$ cat src/rtl/core/srgb_mse_pkg.sv
`default_nettype none

package srgb_mse_pkg;

  // Fixed point and sizing
  localparam int LINEAR_BITS = 16;
  localparam int LIN_W       = LINEAR_BITS + 1;
  localparam int MAX_PIXELS  = 4194304;
  localparam int CNT_W       = 23;
  localparam int PIX_W       = 24;
  localparam int CODE_W      = 8;
  localparam int SQ_W        = 2 * LINEAR_BITS + 1;
  localparam int SUM_W       = 58;
  localparam int NUM_W       = SUM_W + 1;
  localparam int DEN_W       = CNT_W + 2;
  localparam int MSE_W       = 33;
  localparam int STEP_W      = $clog2(NUM_W + 1);
  localparam logic [63:0] MSE_MAX = 64'h1_0000_0000;

  // Width for the exact table build: den^12 times (2e-1)^5
  localparam int BIG_W = 12 * 19 + 5 * (LINEAR_BITS + 2) + 8;

  // Channel select codes
  typedef logic [1:0] chan_sel_t;
  localparam chan_sel_t CH_RED   = 2'd0;
  localparam chan_sel_t CH_GREEN = 2'd1;
  localparam chan_sel_t CH_BLUE  = 2'd2;

  // Sequencer to channel unit
  typedef struct packed {
    logic      load_diff;
    logic      load_sq;
    chan_sel_t sel;
  } chan_ctl_t;

  // Divider request and response
  typedef struct packed {
    logic             start;
    logic [NUM_W-1:0] num;
    logic [DEN_W-1:0] den;
  } div_req_t;

  typedef struct packed {
    logic             done;
    logic [NUM_W-1:0] quot;
  } div_rsp_t;

  // sRGB-to-linear table, evaluated at elaboration with exact integer math.
  // Low segment: round(2^L * k / (255 * 12.92)).
  // Curve: largest e with (2e-1)^5 * den^12 <= 2^(5L+5) * a^12.
  function automatic logic [LIN_W*256-1:0] build_lin_table();
    logic [LIN_W*256-1:0] tab;
    logic [BIG_W-1:0]     bpow;
    logic [BIG_W-1:0]     rhs;
    logic [BIG_W-1:0]     lhs;
    logic [63:0]          num;
    logic [31:0]          a;
    logic [31:0]          lo;
    logic [31:0]          hi;
    logic [31:0]          mid;
    int                   i;
    int                   k;
    tab  = '0;
    bpow = BIG_W'(1);
    for (i = 0; i < 12; i++) begin
      bpow = bpow * BIG_W'(269025);
    end
    for (k = 0; k < 256; k++) begin
      if (k <= 10) begin
        num = (64'(k) * 64'd100) << LINEAR_BITS;
        tab[k*LIN_W +: LIN_W] = LIN_W'((num + 64'd164730) / 64'd329460);
      end else begin
        a   = 32'(k) * 32'd1000 + 32'd14025;
        rhs = BIG_W'(1);
        for (i = 0; i < 12; i++) begin
          rhs = rhs * BIG_W'(a);
        end
        rhs = rhs << (5 * LINEAR_BITS + 5);
        lo  = 32'd1;
        hi  = (32'd1 << LINEAR_BITS) + 32'd1;
        while (hi - lo > 32'd1) begin
          mid = lo + ((hi - lo) >> 1);
          lhs = bpow;
          for (i = 0; i < 5; i++) begin
            lhs = lhs * BIG_W'(2 * mid - 32'd1);
          end
          if (lhs <= rhs) begin
            lo = mid;
          end else begin
            hi = mid;
          end
        end
        tab[k*LIN_W +: LIN_W] = LIN_W'(lo);
      end
    end
    return tab;
  endfunction

  localparam logic [LIN_W*256-1:0] LIN_TABLE = build_lin_table();

  function automatic logic [LIN_W-1:0] lin_lookup(input logic [CODE_W-1:0] code);
    return LIN_TABLE[code*LIN_W +: LIN_W];
  endfunction

endpackage

`default_nettype wire

$ cat src/rtl/core/srgb_mse_div.sv
`default_nettype none

// Restoring divider, one quotient bit per cycle, MSB first
module srgb_mse_div
  import srgb_mse_pkg::*;
(
  input  logic     clk,
  input  logic     rst,
  input  div_req_t req,
  output div_rsp_t rsp
);

  logic [DEN_W-1:0]  rem;
  logic [NUM_W-1:0]  quo;
  logic [DEN_W-1:0]  den;
  logic [STEP_W-1:0] steps;
  logic              active;
  logic              done;
  logic [DEN_W:0]    trial;
  logic              fits;

  // Trial subtract of the next partial remainder
  assign trial = {rem, quo[NUM_W-1]};
  assign fits  = (trial >= {1'b0, den});

  always_ff @(posedge clk) begin
    if (rst) begin
      active <= 1'b0;
      done   <= 1'b0;
      steps  <= '0;
    end else begin
      done <= 1'b0;
      if (req.start) begin
        active <= 1'b1;
        steps  <= STEP_W'(NUM_W);
      end else if (active) begin
        steps <= steps - STEP_W'(1);
        if (steps == STEP_W'(1)) begin
          active <= 1'b0;
          done   <= 1'b1;
        end
      end
    end
  end

  // Datapath: numerator shifts out the top while quotient bits shift in
  always_ff @(posedge clk) begin
    if (req.start) begin
      rem <= '0;
      quo <= req.num;
      den <= req.den;
    end else if (active) begin
      if (fits) begin
        rem <= DEN_W'(trial - {1'b0, den});
      end else begin
        rem <= trial[DEN_W-1:0];
      end
      quo <= {quo[NUM_W-2:0], fits};
    end
  end

  assign rsp.done = done;
  assign rsp.quot = quo;

endmodule

`default_nettype wire

$ cat config.mk
export PLATFORM = sky130hd
export DESIGN_NAME = srgb_mse_div
export DESIGN_NICKNAME = d
export VERILOG_FILES = /design/src/rtl/core/srgb_mse_pkg.sv /design/src/rtl/core/srgb_mse_div.sv
export SDC_FILE = /design/constraint.sdc
export NUM_CORES = 1
export LEC_CHECK = 0
export BUFFER_PORTS_ARGS = -buffer_cell sky130_fd_sc_hd__buf_2
export CORE_ASPECT_RATIO = 1.1
export CORE_MARGIN = 3
export CORE_UTILIZATION = 54
export DETAILED_ROUTE_END_ITERATION = 12
export PLACE_DENSITY = 0.89
export SLEW_MARGIN = 20
export SYNTH_ARGS = -nofsm -noshare
export SYNTH_HDL_FRONTEND = slang
export SYNTH_SLANG_ARGS = --single-unit
$ cat constraint.sdc
create_clock -name clk -period 4.1 [get_ports clk]
set_input_delay 1.23 -clock clk [delete_from_list [all_inputs] [get_ports clk]]
set_output_delay 1.23 -clock clk [all_outputs]
set_load 0.02 [all_outputs]
Yosys cells after proc, flatten, opt, wreduce, memory -nomap -nowiden
Index checks and enable logic that the tools add are counted.
{"block": "totals", "regBits": 117, "output_inout_bits": 60}
{"block": "op_classes", "add_sub_neg": 2, "order_cmp": 1, "n_eq_ne": 1, "mux": 9, "n_bitwise": 1, "reduce_logical": 3}
{"operator": "$mux W59", "count": 2}
{"operator": "$ge A26 B25 Y1", "count": 1}
{"operator": "$mux W25", "count": 1}
{"operator": "$sub A25 B25 Y25", "count": 1}
{"operator": "$mux W6", "count": 2}
{"operator": "$eq A6 B1 Y1 const B", "count": 1}
{"operator": "$sub A6 B1 Y6 const B", "count": 1}
{"operator": "$mux W1", "count": 4}
{"operator": "$reduce_or A3 Y1", "count": 1}
{"operator": "$reduce_bool A2 Y1", "count": 1}
{"operator": "$reduce_or A2 Y1", "count": 1}
{"operator": "$not A1 Y1", "count": 1}

Logic depth before layout (Yosys ltp)
{"block": "depth", "ltp_word": 4, "depth_mapped": 14}

Least setup slack after synthesis
No wires, ideal clock.
{"block": "synth_path", "path_kind": "input to register", "start": "input port req[84] (netlist name)", "end": "register quo[0] (enable)", "arrival_ns": 3.097, "required_ns": 3.687, "path_slack_ns": 0.590, "stages": 4, "path_buffers": 2, "cell_sequence": "clkbuf_1 clkbuf_1 nor2_1 inv_1"}
{"block": "synth_via", "elab_chain_cells": 1}
{"item": "from (decl)", "line": "srgb_mse_div.sv:9", "rtl": "input div_req_t req,"}
{"item": "$reduce_bool A2 Y1 (no line)"}
{"item": "to (signal assigned)", "line": "srgb_mse_div.sv:50", "rtl": "quo <= req.num;"}
{"item": "to (signal assigned)", "line": "srgb_mse_div.sv:58", "rtl": "quo <= {quo[NUM_W-2:0], fits};"}
{"item": "to (decl)", "line": "srgb_mse_div.sv:14", "rtl": "logic [NUM_W-1:0] quo;"}
No other way between the ends.
A chain may end at the register's enable or synchronous reset.

Worst setup path after layout
{"block": "layout_path", "start": "register quo[58]", "end": "register rem[21]"}
{"block": "layout_via", "elab_chain_cells": 2, "word_cells_on_any_way": 3, "cone_classes": "add/sub (1); order compare (1); mux (1)"}
{"item": "$sub A25 B25 Y25 or $ge A26 B25 Y1 (tied branches)", "line": "srgb_mse_div.sv:54, srgb_mse_div.sv:24"}
{"item": "$mux W25 (*)", "line": "srgb_mse_div.sv:53", "rtl": "if (fits) begin"}
{"item": "to (signal assigned)", "line": "srgb_mse_div.sv:54", "rtl": "rem <= DEN_W'(trial - {1'b0, den});"}
{"item": "to (signal assigned)", "line": "srgb_mse_div.sv:56", "rtl": "rem <= trial[DEN_W-1:0];"}
{"item": "to (decl)", "line": "srgb_mse_div.sv:13", "rtl": "logic [DEN_W-1:0] rem;"}
Mark *: on every way between the ends. The rest lies on a longest branch, timed or not.

==> flow_metrics.py <==
metrics = {
    "setup_path": {
        "critPathMaxStageDelay_ps": 560,
        "endpoint_kind": "flip-flop",
        "arrival_ps": 3760,
        "worst-setup-path-type": "flip-flop to flip-flop",
        "crit_slowest_cell": "or2_1",
        "startpoint_type": "flip-flop",
        "critPathMaxFanout": 25,
        "reg2reg_depth": 12,
        "crit_top_cell": "inv_1",
        "cp_data_required_time_ps": 4420,
        "path_cells": "inv_1 > ha_1 > inv_1 > fa_1 > a211oi_1 > o21bai_2 > nand3_1 > a211o_1 > a21boi_4 > or2_1 > and3_1 > o41ai_2",
    },
    "placement": {
        "place_area_sq_mm": 0.00690,
        "dp_slack_ps": 721,
        "detailedPlacementHpwl_mm": 10.4,
        "gp_congestion": 0.909,
        "portBuffers": 146,
    },
    "route": {
        "ant_nets": 0,
        "wl_per_cell_microns": 17.8,
        "wl_met2_mm": 7.67,
        "via_per_inst": 5.66,
        "first_pass_iters": 5,
        "drt-met1-wl_mm": 5.62,
        "vias": 4722,
        "drtIter0Drc": 250,
        "drc": 0,
        "wl_met3_mm": 1.31,
        "top_layer": "met4",
        "routed_wl_mm": 14.9,
    },
    "synthesis": {
        "synth_top_area_share_pct": 41.7,
        "syn_inst": 533,
        "synth_ff_type": "edfxtp_1",
        "yosys_register_bits": 117,
        "syn_nets": 648,
        "ys_seq_area_share_pct": 52.6,
        "netlist_top_cells_count": "edfxtp_1 (84), mux2_2 (58), nand2_1 (53)",
        "yosysMostFrequentCell": "edfxtp_1",
        "syn_avg_cell_area_sq_um": 11.4,
        "synth_top_cell_by_area": "edfxtp_1",
        "synth_area_leaders": "edfxtp_1 (42%), dfxtp_1 (11%), mux2_2 (11%), ha_1 (5.6%), nand2_1 (3.3%)",
        "synth_area_sq_mm": 0.00606,
        "synth_enable_flop_cells": 84,
        "async_flop_share_pct": 0,
        "yosysUniqueCellTypes": 57,
        "yosysWarnings": 0,
    },
    "clock_tree": {
        "cts_tree": "built",
        "post_cts_buffers": 0,
        "hold_buffers": 0,
        "cts_sinks": 117,
        "cts-root-buf": "clkbuf_16",
        "htree_levels": 4,
        "clk_pin_slew_ps": 60,
        "ctsResizeCount": 0,
        "cts-buffers-inserted": 17,
        "clock_latency_ps": 410,
        "cts_buffer_depth": 2,
    },
    "cells_and_area": {
        "stdcell_area_sq_mm": 0.00744,
        "num-nets-final": 794,
        "n_fill_cell": 768,
        "diodes": 0,
        "drive_above_1_share_pct": 37.0,
        "syn2layout_area_growth_pct": 22.9,
    },
    "hold_path": {
        "min_path_type": "flip-flop to flip-flop",
        "holdPathStages": 2,
    },
    "timing": {
        "holdWs_ps": 496,
        "tns_ps": 0,
        "setup_viol": 0,
        "finalClockSkew_ps": 6.66,
        "hold_viol": 0,
        "timing.final.crit_period_ps": 3440,
        "worst_slack_ps": 663,
        "fin_crit_sh_pct": 83.8,
        "worst_slew_pin_slew_ps": 984,
        "rsz0062_at_grt": "no",
        "maxSlewViolCount": 0,
        "max_freq_ghz": 0.291,
        "slew_headroom_pct": 34.3,
    },
    "power": {
        "total_power_mw": 3.50,
        "internal-power_mw": 2.50,
        "p_sw_uw": 999,
        "pwr-share-clk_pct": 38.8,
        "p_per_area_mw_per_mm2": 470,
        "vdd_drop_max_v": 0.000310,
        "leakagePower_nw": 3.14,
        "seqPwrFrac_pct": 42.0,
        "swShare_pct": 28.6,
        "combPwrFrac_pct": 19.2,
    },
    "global_route": {
        "antenna_found_initial": 0,
        "grt_usage_pct": 24.1,
        "grt_overflow": 0,
        "grt_pass1_wl_mm": 23.3,
        "grt_max_degree": 53,
        "grt_pass1_vias": 4746,
    },
    "flow_run": {
        "cap_violations": 0,
    },
    "floorplanning": {
        "start_util_pct": 56.7,
        "die-area_sq_mm": 0.0125,
        "num_rows": 39,
        "floorplan.die.width_microns": 107,
        "io_pins": 147,
        "coreArea_sq_mm": 0.0107,
        "dieHeight_microns": 117,
    },
    "status": {
        "status": "complete, no violations",
    },
}
area by class of cell:
class | instances | area (sq um) | share of cell area, %
tap | 143 | 179 | 2.40
clock buffer | 19 | 433 | 5.82
inverter | 33 | 124 | 1.66
sequential | 117 | 3180 | 42.8
timing repair buffer | 151 | 783 | 10.5
multi-input combinational | 359 | 2630 | 35.4
clock inverter | 13 | 110 | 1.48
power groups by stage:
stage	Clock [mW]	Sequential [mW]	Combinational [mW]
after floorplan	0	1.55	0.396
after global placement	0	1.48	0.634
after detailed placement	0	1.49	0.662
after CTS	1.38	1.47	0.670
after global routing	1.43	1.48	0.730
final	1.36	1.47	0.673
state kept, by name, summed over array words and instances, names as in the netlist:
name    cells
active      1
done        1
quo        59
rem        25
den        25
steps       6
path summary, 6_finish.rpt:
path,startpoint,slack (ps),to
worst max-delay path,quo[58]$_DFFE_PP_,660,rem[21]$_SDFFE_PP0P_
worst min-delay path,rem[23]$_SDFFE_PP0P_,500,rem[23]$_SDFFE_PP0P_
worst min register to register,rem[23]$_SDFFE_PP0P_,500,rem[23]$_SDFFE_PP0P_
worst max register to register,quo[58]$_DFFE_PP_,660,rem[21]$_SDFFE_PP0P_
layout by cell type (no fill, tap or decap), types with 10 or more instances in the layout:
master,count
o21ai_0,17
nand2_1,53
buf_2,145
mux2_2,58
dfxtp_1,33
ha_1,27
clkbuf_16,17
edfxtp_1,84
nor2_1,46
a21oi_1,26
xnor2_1,11
a311oi_1,15
inv_1,32
xor2_1,10
stage by stage:
step                utilization (%)  instances
finish                         69.7        835
global route                   69.7        835
CTS                            69.7        835
detailed placement             64.6        803
global placement               64.6        803
floorplan                         -        533
per-layer routing:
metal | global-route usage, % | vias to the layer above
met1 | 26.5 | 2231
met4 | 8.44 | 0
li1 | - | 2250
met3 | 9.60 | 29
met5 | 0 | -
met2 | 42.6 | 212
worst max-delay path, delay by kind of cell, from the launching register on:
family / cells / cell delay [ps]
AOI/OAI and AO/OA: 5 / 1130
adders and majority gates: 2 / 610
buffers and inverters: 2 / 140
DFF: 1 / 400
and+or+nand+nor: 3 / 1080
kinds of logic (layout without fill, tap and decap cells):
| family | after synthesis | count (layout) | synth area share [%] |
|---|---|---|---|
| AND/OR/NAND/NOR | 151 | 151 | 11.6 |
| flip-flops | 117 | 117 | 52.6 |
| AO/OA/AOI/OAI | 100 | 100 | 12.0 |
| multiplexers | 59 | 59 | 11.0 |
| buffers and inverters | 57 | 216 | 3.97 |
| adder cells (fa/ha/maj) | 28 | 28 | 5.91 |
| XOR/XNOR | 21 | 21 | 3.04 |
(Power assumes the default switching activity.)
